===== src/hdl/blmf_pkg.sv =====
// Shared types and constants for the battery level mode filter.
`default_nettype none

package blmf_pkg;

    localparam int SAMPLE_W = 16;
    localparam int LVL_W    = 7;
    localparam int SLOPE_W  = 8;

    // Conversion pipeline latency from sample register to level register
    localparam int CONV_LAT = 6;

    localparam logic [15:0] RECIP10   = 16'd52429;
    localparam logic [15:0] TEN       = 16'd10;
    localparam logic [27:0] MV_SCALE  = 28'd3350;
    localparam logic [12:0] MV_HIGH   = 13'd4200;
    localparam logic [12:0] MV_LOW    = 13'd3000;
    localparam logic [21:0] RECIP12   = 22'd2731;
    localparam logic [14:0] RECIP5    = 15'd205;
    localparam logic [LVL_W-1:0] LVL_STEP = 7'd5;
    localparam logic [LVL_W-1:0] LVL_MIN  = 7'd5;
    localparam logic [LVL_W-1:0] LVL_MAX  = 7'd100;

    typedef struct packed {
        logic load_sample;
        logic win_update;
        logic scan_start;
        logic scan_step;
        logic num_calc;
        logic div_start;
        logic div_step;
        logic out_load;
    } cmd_t;

    typedef struct packed {
        logic scan_last;
        logic div_last;
        logic short_win;
    } status_t;

endpackage

`default_nettype wire


===== src/hdl/blmf_ctrl.sv =====
// Sequencer for the battery level mode filter: handshakes and step control.
`default_nettype none

module blmf_ctrl
    import blmf_pkg::*;
(
    input  wire logic    clk,
    input  wire logic    rst_n,
    input  wire logic    in_valid,
    output logic         in_ready,
    output logic         out_valid,
    input  wire logic    out_ready,
    output cmd_t         cmd,
    input  wire status_t stat
);

    localparam logic [2:0] S_IDLE = 3'd0;
    localparam logic [2:0] S_CONV = 3'd1;
    localparam logic [2:0] S_UPD  = 3'd2;
    localparam logic [2:0] S_SCAN = 3'd3;
    localparam logic [2:0] S_NUM  = 3'd4;
    localparam logic [2:0] S_DIFF = 3'd5;
    localparam logic [2:0] S_DIV  = 3'd6;
    localparam logic [2:0] S_OUT  = 3'd7;

    localparam int CC_W = $clog2(CONV_LAT);

    logic [2:0]      state_reg, state_next;
    logic [CC_W-1:0] conv_cnt_reg, conv_cnt_next;
    logic            out_valid_reg, out_valid_next;

    always_comb
    begin
        state_next     = state_reg;
        conv_cnt_next  = conv_cnt_reg;
        out_valid_next = out_valid_reg;
        cmd            = '0;
        if (out_valid_reg && out_ready)
        begin
            out_valid_next = 1'b0;
        end
        unique case (state_reg)
            S_IDLE:
            begin
                if (in_valid)
                begin
                    cmd.load_sample = 1'b1;
                    conv_cnt_next   = '0;
                    state_next      = S_CONV;
                end
            end
            S_CONV:
            begin
                if (conv_cnt_reg == CC_W'(CONV_LAT - 1))
                begin
                    state_next = S_UPD;
                end
                else
                begin
                    conv_cnt_next = conv_cnt_reg + 1'b1;
                end
            end
            S_UPD:
            begin
                cmd.win_update = 1'b1;
                cmd.scan_start = 1'b1;
                state_next     = S_SCAN;
            end
            S_SCAN:
            begin
                cmd.scan_step = 1'b1;
                if (stat.scan_last)
                begin
                    state_next = stat.short_win ? S_OUT : S_NUM;
                end
            end
            S_NUM:
            begin
                cmd.num_calc = 1'b1;
                state_next   = S_DIFF;
            end
            S_DIFF:
            begin
                cmd.div_start = 1'b1;
                state_next    = S_DIV;
            end
            S_DIV:
            begin
                cmd.div_step = 1'b1;
                if (stat.div_last)
                begin
                    state_next = S_OUT;
                end
            end
            S_OUT:
            begin
                if (!out_valid_reg || out_ready)
                begin
                    cmd.out_load   = 1'b1;
                    out_valid_next = 1'b1;
                    state_next     = S_IDLE;
                end
            end
            default:
            begin
                state_next = S_IDLE;
            end
        endcase
    end

    always_ff @(posedge clk or negedge rst_n)
    begin
        if (!rst_n)
        begin
            state_reg     <= S_IDLE;
            conv_cnt_reg  <= '0;
            out_valid_reg <= 1'b0;
        end
        else
        begin
            state_reg     <= state_next;
            conv_cnt_reg  <= conv_cnt_next;
            out_valid_reg <= out_valid_next;
        end
    end

    assign in_ready  = (state_reg == S_IDLE);
    assign out_valid = out_valid_reg;

    a_out_load_free: assert property (@(posedge clk) disable iff (!rst_n)
        cmd.out_load |-> (!out_valid_reg || out_ready))
        else $error("result register overwritten before its item was taken");

    a_accept_only_idle: assert property (@(posedge clk) disable iff (!rst_n)
        cmd.load_sample |=> state_reg == S_CONV)
        else $error("sample load did not start conversion");

    a_div_after_num: assert property (@(posedge clk) disable iff (!rst_n)
        cmd.div_start |-> $past(cmd.num_calc))
        else $error("divider started without products");

endmodule

`default_nettype wire


===== src/hdl/blmf_datapath.sv =====
// Datapath: level conversion, history window, mode scan, slope and divider.
`default_nettype none

module blmf_datapath
    import blmf_pkg::*;
#(
    parameter int WINDOW_DEPTH = 5
)
(
    input  wire logic                 clk,
    input  wire logic                 rst_n,
    input  wire logic [SAMPLE_W-1:0]  adc_sample,
    input  wire logic                 flush,
    input  wire cmd_t                 cmd,
    output status_t                   stat,
    output logic [LVL_W-1:0]          level,
    output logic signed [SLOPE_W-1:0] slope
);

    localparam int CNT_W  = $clog2(WINDOW_DEPTH + 1);
    localparam int IDX_W  = $clog2(WINDOW_DEPTH);
    localparam int SY_W   = LVL_W + CNT_W;
    localparam int SXY_W  = LVL_W + 2 * CNT_W;
    localparam int SX_W   = 2 * CNT_W;
    localparam int SX2_W  = 3 * CNT_W;
    localparam int PROD_W = LVL_W + 4 * CNT_W;
    localparam int DC_W   = $clog2(PROD_W + 1);

    // Conversion pipeline
    logic [SAMPLE_W-1:0] sample_reg;
    logic                flush_reg;
    logic [31:0]         prod1_reg;
    logic [15:0]         raw10_reg;
    logic [27:0]         prod2_reg;
    logic [21:0]         q12_reg;
    logic [14:0]         pct5_reg;
    logic [LVL_W-1:0]    level_reg;
    logic [12:0]         mv;
    logic [12:0]         mv_clamp;
    logic [10:0]         dmv;
    logic [6:0]          pct_raw;
    logic [6:0]          pct;

    always_comb
    begin
        mv = {prod2_reg[27:16], 1'b0};
        if (mv > MV_HIGH)
        begin
            mv_clamp = MV_HIGH;
        end
        else if (mv < MV_LOW)
        begin
            mv_clamp = MV_LOW;
        end
        else
        begin
            mv_clamp = mv;
        end
        dmv     = 11'(mv_clamp - MV_LOW);
        pct_raw = q12_reg[21:15];
        pct     = (pct_raw == 7'd0) ? 7'd0 : pct_raw - 7'd1;
    end

    always_ff @(posedge clk)
    begin
        if (cmd.load_sample)
        begin
            sample_reg <= adc_sample;
            flush_reg  <= flush;
        end
        prod1_reg <= 32'(sample_reg) * 32'(RECIP10);
        raw10_reg <= 16'(prod1_reg[31:19]) * TEN;
        prod2_reg <= 28'(raw10_reg) * MV_SCALE;
        q12_reg   <= 22'(dmv) * RECIP12;
        pct5_reg  <= 15'(pct) * RECIP5;
        level_reg <= 7'(pct5_reg[14:10]) * LVL_STEP + LVL_MIN;
    end

    // History window
    logic [LVL_W-1:0] win_reg  [WINDOW_DEPTH];
    logic [LVL_W-1:0] win_next [WINDOW_DEPTH];
    logic [CNT_W-1:0] fill_reg, fill_next;

    always_comb
    begin
        win_next  = win_reg;
        fill_next = fill_reg;
        if (cmd.win_update)
        begin
            if (flush_reg)
            begin
                for (int i = 0; i < WINDOW_DEPTH; i++)
                begin
                    win_next[i] = level_reg;
                end
                fill_next = CNT_W'(WINDOW_DEPTH);
            end
            else if (fill_reg == CNT_W'(WINDOW_DEPTH))
            begin
                for (int i = 0; i < WINDOW_DEPTH - 1; i++)
                begin
                    win_next[i] = win_reg[i + 1];
                end
                win_next[WINDOW_DEPTH - 1] = level_reg;
            end
            else
            begin
                win_next[fill_reg[IDX_W-1:0]] = level_reg;
                fill_next = fill_reg + 1'b1;
            end
        end
    end

    always_ff @(posedge clk or negedge rst_n)
    begin
        if (!rst_n)
        begin
            for (int i = 0; i < WINDOW_DEPTH; i++)
            begin
                win_reg[i] <= '0;
            end
            fill_reg <= '0;
        end
        else
        begin
            win_reg  <= win_next;
            fill_reg <= fill_next;
        end
    end

    // Mode scan and slope sums, one entry per cycle
    logic [IDX_W-1:0] scan_idx_reg;
    logic [CNT_W-1:0] best_cnt_reg;
    logic [LVL_W-1:0] best_val_reg;
    logic [SY_W-1:0]  sumy_reg;
    logic [SXY_W-1:0] sumxy_reg;
    logic [SX_W-1:0]  sumx_reg;
    logic [SX2_W-1:0] sumx2_reg;
    logic [LVL_W-1:0] wk;
    logic [CNT_W-1:0] match_cnt;
    logic [CNT_W-1:0] pos;

    always_comb
    begin
        wk        = win_reg[scan_idx_reg];
        pos       = CNT_W'(scan_idx_reg) + 1'b1;
        match_cnt = '0;
        for (int j = 0; j < WINDOW_DEPTH; j++)
        begin
            if ((CNT_W'(j) > CNT_W'(scan_idx_reg)) && (CNT_W'(j) < fill_reg)
                && (win_reg[j] == wk))
            begin
                match_cnt = match_cnt + 1'b1;
            end
        end
    end

    always_ff @(posedge clk)
    begin
        if (cmd.scan_start)
        begin
            scan_idx_reg <= '0;
            best_cnt_reg <= '0;
            sumy_reg     <= '0;
            sumxy_reg    <= '0;
            sumx_reg     <= '0;
            sumx2_reg    <= '0;
        end
        else if (cmd.scan_step)
        begin
            scan_idx_reg <= scan_idx_reg + 1'b1;
            if ((scan_idx_reg == '0) || (match_cnt > best_cnt_reg))
            begin
                best_cnt_reg <= match_cnt;
                best_val_reg <= wk;
            end
            sumy_reg  <= sumy_reg + SY_W'(wk);
            sumxy_reg <= sumxy_reg + SXY_W'(pos) * SXY_W'(wk);
            sumx_reg  <= sumx_reg + SX_W'(pos);
            sumx2_reg <= sumx2_reg + SX2_W'(pos) * SX2_W'(pos);
        end
    end

    // Slope numerator and denominator, then restoring division
    logic [PROD_W-1:0] nsxy_reg, sxsy_reg, nsx2_reg, sxsx_reg;
    logic [PROD_W:0]   num_diff;
    logic              num_neg;
    logic [PROD_W-1:0] num_mag;
    logic [PROD_W-1:0] rem_reg, quo_reg, den_reg;
    logic              neg_reg;
    logic [DC_W-1:0]   div_cnt_reg;
    logic [PROD_W:0]   shifted;
    logic [PROD_W+1:0] trial;
    logic [SLOPE_W-1:0] quo_low;

    always_comb
    begin
        num_diff = {1'b0, nsxy_reg} - {1'b0, sxsy_reg};
        num_neg  = num_diff[PROD_W];
        num_mag  = num_neg ? PROD_W'(-num_diff) : num_diff[PROD_W-1:0];
        shifted  = {rem_reg, quo_reg[PROD_W-1]};
        trial    = {1'b0, shifted} - {2'b00, den_reg};
        quo_low  = quo_reg[SLOPE_W-1:0];
    end

    always_ff @(posedge clk)
    begin
        if (cmd.num_calc)
        begin
            nsxy_reg <= PROD_W'(fill_reg) * PROD_W'(sumxy_reg);
            sxsy_reg <= PROD_W'(sumx_reg) * PROD_W'(sumy_reg);
            nsx2_reg <= PROD_W'(fill_reg) * PROD_W'(sumx2_reg);
            sxsx_reg <= PROD_W'(sumx_reg) * PROD_W'(sumx_reg);
        end
        if (cmd.div_start)
        begin
            rem_reg     <= '0;
            quo_reg     <= num_mag;
            den_reg     <= nsx2_reg - sxsx_reg;
            neg_reg     <= num_neg;
            div_cnt_reg <= '0;
        end
        else if (cmd.div_step)
        begin
            div_cnt_reg <= div_cnt_reg + 1'b1;
            if (!trial[PROD_W+1])
            begin
                rem_reg <= trial[PROD_W-1:0];
            end
            else
            begin
                rem_reg <= shifted[PROD_W-1:0];
            end
            quo_reg <= {quo_reg[PROD_W-2:0], ~trial[PROD_W+1]};
        end
    end

    // Result register
    logic [LVL_W-1:0]          level_out_reg;
    logic signed [SLOPE_W-1:0] slope_out_reg;

    always_ff @(posedge clk)
    begin
        if (cmd.out_load)
        begin
            level_out_reg <= best_val_reg;
            if (stat.short_win)
            begin
                slope_out_reg <= '0;
            end
            else
            begin
                slope_out_reg <= neg_reg ? SLOPE_W'(-quo_low) : quo_low;
            end
        end
    end

    assign level = level_out_reg;
    assign slope = slope_out_reg;

    assign stat.scan_last = (pos == fill_reg);
    assign stat.div_last  = (div_cnt_reg == DC_W'(PROD_W - 1));
    assign stat.short_win = (fill_reg < CNT_W'(2));

    a_fill_bound: assert property (@(posedge clk) disable iff (!rst_n)
        fill_reg <= CNT_W'(WINDOW_DEPTH))
        else $error("window fill beyond depth");

    a_flush_fills: assert property (@(posedge clk) disable iff (!rst_n)
        (cmd.win_update && flush_reg) |=> fill_reg == CNT_W'(WINDOW_DEPTH))
        else $error("flush did not fill the window");

    a_scan_in_window: assert property (@(posedge clk) disable iff (!rst_n)
        cmd.scan_step |-> (CNT_W'(scan_idx_reg) < fill_reg))
        else $error("scan past filled entries");

    a_level_range: assert property (@(posedge clk) disable iff (!rst_n)
        cmd.win_update |-> (level_reg >= LVL_MIN && level_reg <= LVL_MAX))
        else $error("converted level out of range");

    a_den_nonzero: assert property (@(posedge clk) disable iff (!rst_n)
        cmd.div_start |=> den_reg != '0)
        else $error("slope denominator is zero");

endmodule

`default_nettype wire


===== src/hdl/battery_level_mode_filter_unit.sv =====
// Top level of the battery level mode filter: sequencer plus datapath.
//
//  Channel  | Handshake            | Payload
//  ---------+----------------------+-----------------------------------
//  input    | in_valid / in_ready  | adc_sample[15:0], flush
//  output   | out_valid / out_ready| level[6:0], slope[7:0] (signed)
//
// One item at a time, accepted only while idle. The scan visits the n filled window
// entries; the divider runs P = 7 + 4*clog2(WINDOW_DEPTH+1) steps (19 at depth 5).
// With fewer than two entries the divider is skipped.
// The restoring slope divider produces one quotient bit per cycle.
// Reset clears the window and fill count; no clearing pass is needed.
// The next item is taken while a finished result waits in the output register.
`default_nettype none

module battery_level_mode_filter_unit
    import blmf_pkg::*;
#(
    parameter int WINDOW_DEPTH = 5
)
(
    input  wire logic                 clk,
    input  wire logic                 rst_n,
    input  wire logic                 in_valid,
    output logic                      in_ready,
    input  wire logic [SAMPLE_W-1:0]  adc_sample,
    input  wire logic                 flush,
    output logic                      out_valid,
    input  wire logic                 out_ready,
    output logic [LVL_W-1:0]          level,
    output logic signed [SLOPE_W-1:0] slope
);

    cmd_t    cmd;
    status_t stat;

    blmf_ctrl u_ctrl (
        .clk       (clk),
        .rst_n     (rst_n),
        .in_valid  (in_valid),
        .in_ready  (in_ready),
        .out_valid (out_valid),
        .out_ready (out_ready),
        .cmd       (cmd),
        .stat      (stat)
    );

    blmf_datapath #(
        .WINDOW_DEPTH (WINDOW_DEPTH)
    ) u_datapath (
        .clk        (clk),
        .rst_n      (rst_n),
        .adc_sample (adc_sample),
        .flush      (flush),
        .cmd        (cmd),
        .stat       (stat),
        .level      (level),
        .slope      (slope)
    );

endmodule

`default_nettype wire

===== config.mk =====
export PLATFORM = sky130hd
export DESIGN_NAME = battery_level_mode_filter_unit
export DESIGN_NICKNAME = d
export VERILOG_FILES = /design/src/hdl/blmf_pkg.sv /design/src/hdl/blmf_ctrl.sv /design/src/hdl/blmf_datapath.sv /design/src/hdl/battery_level_mode_filter_unit.sv
export SDC_FILE = /design/constraint.sdc
export NUM_CORES = 2
export LEC_CHECK = 0
export BUFFER_PORTS_ARGS = -buffer_cell sky130_fd_sc_hd__buf_4
export CAP_MARGIN = 20
export CORE_ASPECT_RATIO = 1.75
export CORE_MARGIN = 5
export CORE_UTILIZATION = 55
export DETAILED_ROUTE_END_ITERATION = 8
export PLACE_DENSITY = 0.71
export REMOVE_ABC_BUFFERS = 1
export SLEW_MARGIN = 20
export SYNTH_ARGS = -nofsm -noshare
export SYNTH_HDL_FRONTEND = slang
export SYNTH_SLANG_ARGS = --single-unit

===== constraint.sdc =====
create_clock -name clk -period 20.7 [get_ports clk]
set_clock_uncertainty 0.15 [all_clocks]
set_input_delay 4.14 -clock clk [delete_from_list [all_inputs] [get_ports clk]]
set_output_delay 4.14 -clock clk [all_outputs]
set_load 0.02 [all_outputs]

; ---- Word-level counts from Yosys, hierarchy flattened
; Cells that the tools add are included.
[word_totals]
in_bits = 21
out_inout_bits = 17
regBits = 364
wordCells = 181
[classes]
reduce_logical = 25
n_lt_le_gt_ge = 17
bitwise_logic = 4
n_addsub = 20
muxes = 45
n_mul = 12
eq_ne = 23
[op_table]
columns = operator, n
row1 = $mux 19, 4
row2 = $mux 35, 2
row3 = $mux 3, 13
row4 = $bwmux 35, 1
row5 = $eq 7x7->1, 5
row6 = $mul 16x16->32 const B, 1
row7 = $mux 7, 4
row8 = $mul 15x11->26 const B, 1
row9 = $pmux 3 s8, 1
row10 = $mul 11x12->22 const B, 1
row11 = $mux 11, 2
row12 = $bmux 7 s3, 1
row13 = $demux 7 s3, 1
row14 = $sub 20x19->21, 1
row15 = $neg 19->19, 1
row16 = $add 3x1->3 const B, 6
row17 = $eq 3x3->1 const B, 6
row18 = $sub 16x16->17, 1
row19 = $mul 3x13->16, 1
row20 = $mul 6x10->16, 1
row21 = $mul 13x3->15 const B, 1
row22 = $mul 7x8->15 const B, 1
row23 = $add 13x10->13, 1
row24 = $gt 13x13->1 const B, 1
row25 = other kinds (47), 88

; ---- Depth between registers and ports, before layout
[depth]
word_depth = 18
depth_mapped = 30
depth_no_buf = 30

; ---- Hierarchy
; Synthesis repeated with hierarchy kept, for this count alone.
[hier_totals]
cells_unflattened = 3070
area_unflattened_um2 = 29722.3
[by_module_without_submodules]
columns = module, seq_area_each_um2, cells_each, area_each_um2, n_inst
row1 = blmf_datapath, 7307.0, 3010, 29213.0, 1
row2 = blmf_ctrl, 175.2, 60, 509.2, 1

; ---- Least setup slack after synthesis
; Ideal clock, no wire load.
[synth_path]
path_type = register to register
start = reg u_datapath.prod2_reg[26]
end = reg u_datapath.q12_reg[21]
required_time_ns = 20.478
path_buffers = 0
setup_ns = 0.072
setup_slack_ns = 13.982
arrival_time_ns = 6.495
period_less_slack_ns = 6.718
stages_incl_launch_ff = 30
path_cell_list = dfxtp_1 > or4_1 > o21ai_1 > o21ai_2 > or3_1 > ha_1 > o21ai_0 > a22oi_1 > nor2_1 > a21oi_1 > a21oi_1 > ha_1 > inv_1 > fa_1 > inv_1 > fa_1 > inv_1 > fa_1 > inv_1 > ha_1 > ha_1 > a21o_1 > a21o_1 > a21oi_1 > o21ai_0 > a21oi_1 > a21oi_2 > a211o_1 > a21oi_1 > xnor2_1
[synth_between]
elab_chain_cells = 5
word_cells_on_any_way = 6
classes_between = add/sub (1) / mul (1) / order compare (2) / mux (2)
[synth_rtl]
columns = item, line_no
row1 = start: declaration, blmf_datapath.sv:34  ; logic [27:0] prod2_reg;
row2 = start signal: assignment, blmf_datapath.sv:73  ; prod2_reg <= 28'(raw10_reg) * MV_SCALE;
row3 = $lt 13x12->1, blmf_datapath.sv:51  ; else if (mv < MV_LOW)
row4 = $mux 11, blmf_datapath.sv:51
row5 = $mux 11 *, blmf_datapath.sv:47  ; if (mv > MV_HIGH)
row6 = $sub 11x10->11 *, blmf_datapath.sv:59  ; dmv = 11'(mv_clamp - MV_LOW);
row7 = $mul 11x12->22 *, blmf_datapath.sv:74  ; q12_reg <= 22'(dmv) * RECIP12;
row8 = end signal: assignment, blmf_datapath.sv:74
row9 = end: declaration, blmf_datapath.sv:35  ; logic [21:0] q12_reg;
; Mark *: on every way between the ends. The rest lies on a longest branch, timed or not.
; A chain may end at the register's enable or synchronous reset.

; ---- Worst setup path after layout
; Ends and elaborated chain as after synthesis.

==> impl_metrics.py <==
metrics = {
    "clock_tree": {
        "cts.sink_count": 299,
        "cts.root.buffer_cell": "sky130_fd_sc_hd__clkbuf_16",
        "cts-hold-fix-buffers": 0,
        "worstSkewPairLatency_ps": 610,
        "buffer_depth_of_the_longest_clock_path": 3,
        "cts_max_level": 1,
        "postCtsSetupBuffers": 0,
        "clk_transition_reported_paths_ps": 70,
        "numCtsBuffers": 31,
        "postCtsResizedCells": 0,
        "tritoncts": "done",
    },
    "yosys": {
        "cell_area_after_synthesis_um2": 30000,
        "dominantRegCellSynth": "sky130_fd_sc_hd__edfxtp_1",
        "yosysWarnings": 0,
        "area_fraction_of_the_dominant_cell_type_after_synthesis_pct": 20.7,
        "synthArstFlopShare_pct": 15.1,
        "syn_inst": 3144,
        "synth_common_cells": "sky130_fd_sc_hd__inv_1, sky130_fd_sc_hd__ha_1, sky130_fd_sc_hd__nand2_1, sky130_fd_sc_hd__fa_1, sky130_fd_sc_hd__a21oi_1",
        "synth_seq_cells": 299,
        "synth_area_leader_cell": "sky130_fd_sc_hd__ha_1",
        "synth_cell_type_count": 103,
        "synth_enable_flop_cells": 127,
        "seq_area_frac_synth_pct": 24.9,
        "synth.avg_cell_area_um2": 9.54,
        "netlist_top_cells_area": "sky130_fd_sc_hd__ha_1, sky130_fd_sc_hd__fa_1, sky130_fd_sc_hd__edfxtp_1",
        "synth_most_common_cell": "sky130_fd_sc_hd__inv_1",
    },
    "routing": {
        "highest_layer": "met4",
        "ant_nets": 0,
        "dr_total_vias": 21800,
        "routed_wire_length_per_instance_um": 16.8,
        "wl_met2_um": 36700,
        "drcViolationCount": 0,
        "drt_pass1_iterations": 7,
        "wl_met3_um": 1990,
        "route.final.wire_length_um": 65200,
        "detail_route.iter0.violations": 1048,
        "route.layer.met1.wl_um": 23500,
        "drt-vias-per-instance": 5.63,
    },
    "final_layout": {
        "postLayoutCellArea_um2": 32000,
        "largest_register_ffs": 35,
        "area_delta_synth_final_pct": 6.72,
        "layout-drive-gt1-share_pct": 5.65,
        "num-nets-final": 3912,
        "diodes_inserted": 0,
    },
    "global_route": {
        "first_global_vias": 23300,
        "grt_first_pass_wirelength_um": 110000,
        "grt.total_usage_pct": 21.8,
        "antenna_found_initial": 0,
        "largest_net_degree_at_the_start_of_global_routing": 56,
        "globalRouteOverflowTotal": 0,
    },
    "placement": {
        "detail_placement_hpwl_um": 53400,
        "port_buffers": 37,
        "cell_area_after_placement_um2": 31000,
        "place.gp.congestion": 0.937,
    },
    "timing": {
        "setup_viol": 0,
        "timing_worst_slew_pin_value_ps": 1050,
        "fin_tns_setup_ps": 0,
        "maxSlewHeadroom_pct": 29.6,
        "finalWorstPathRequiredPeriod_ps": 7410,
        "timing_max_transition_violations_final": 0,
        "layout_worst_path_cycle_share_pct": 35.8,
        "grt_setup_unrepaired": "no",
        "fmaxAchievable_mhz": 135,
        "finalHoldViolations": 0,
    },
    "setup_path": {
        "cp.arrival_ps": 7780,
        "critical-path-top-cell-by-count": "sky130_fd_sc_hd__a21oi_1",
        "critical_path.max_stage_delay_ps": 540,
        "worst_path_max_delay_cell": "sky130_fd_sc_hd__or4_1",
        "worstPathRequired_ps": 21070,
        "crit_type": "reg -> reg",
        "cp_max_fo": 10,
        "end_kind": "flip-flop",
        "timing.critical_path.from_type": "flip-flop",
    },
    "floorplan": {
        "ioPinCount": 38,
        "die_w_um": 187,
        "die-area_um2": 59500,
        "die_height_um": 319,
        "core-area_um2": 54200,
        "rows": 113,
        "initial_utilization_pct": 55.4,
    },
    "status": {
        "run_status": "finished, final reports clean",
    },
    "worst_hold_path": {
        "min_path_type": "reg -> reg",
    },
    "run": {
        "cap_viol_max_count": 0,
    },
}
[stage by stage]
stage | setup slack (ps) | hold WS, ps | std cells | utilization, %
floorplan | 13980 | 187 | 3071 | -
global placement | 13370 | 202 | 3815 | 57.2
detailed placement | 13280 | 209 | 3815 | 57.2
CTS | 13250 | 218 | 3873 | 59.1
global route | 12820 | 231 | 3874 | 59.1
finish | 13290 | 221 | 3874 | 59.1
[layout by cell type (no fill, tap or decap), drive strengths merged, types with 46 or more instances in the layout]
cell type  count
inv          541
ha           497
nand2        274
fa           235
a21oi        175
nor2         164
dfxtp        127
edfxtp       127
xnor2        121
o21ai         89
xor2          84
and2          58
buf           55
nand3         46
[routing by layer]
layer / vias up / track usage, %
met3: 166 / 2.10
li1: 10600 / -
met2: 431 / 44.0
met1: 10600 / 22.4
met4: 0 / 9.43
met5: - / 0
[critical path: cells and delay by family (launching register included)]
| family | cells | cell delay, ps |
|---|---|---|
| AOI/OAI and AO/OA | 14 | 2720 |
| xor gates and xnor gates | 1 | 130 |
| adders and majority gates | 7 | 2540 |
| buffers and inverters | 4 | 180 |
| DFF | 1 | 350 |
| and+or+nand+nor | 3 | 1260 |
[cells by family (layout without fill, tap and decap cells)]
| family | count (synthesis) | count (layout) | synth area share (%) |
|---|---|---|---|
| compound gates | 519 | 519 | 11.4 |
| xor+xnor | 205 | 205 | 6.03 |
| fa+ha+maj | 732 | 732 | 36.4 |
| buf+inv | 611 | 650 | 7.85 |
| flops | 299 | 299 | 24.9 |
| mux | 53 | 53 | 1.97 |
| other cells | 2 | 3 | 0.0250 |
| simple gates | 723 | 723 | 11.3 |
[worst paths after layout]
check,startpoint,end,slack [ps],depth (start not counted)
setup / recovery,u_datapath.prod2_reg[26],u_datapath.q12_reg[21],13290,29
setup reg to reg,u_datapath.prod2_reg[26],u_datapath.q12_reg[21],13290,29
hold reg to reg,u_datapath.prod1_reg[20],u_datapath.raw10_reg[2],220,0
min in group asynchronous,rst_n,u_datapath.win_reg[20],3390,1
max in group asynchronous,rst_n,u_ctrl.conv_cnt_reg[0],16570,1
hold / removal,u_datapath.prod1_reg[20],u_datapath.raw10_reg[2],220,0
[cell type report]
class	count	area [µm²]
multi-input combinational	2235	20200
sequential	299	7480
fill	4627	22100
clock buffer	40	882
timing repair buffer	55	417
tap	690	863
inverter	537	2020
clock inverter	18	169
Power is not shown: default switching activity piles up to over one toggle a cycle in this logic, so the estimate is an artifact.
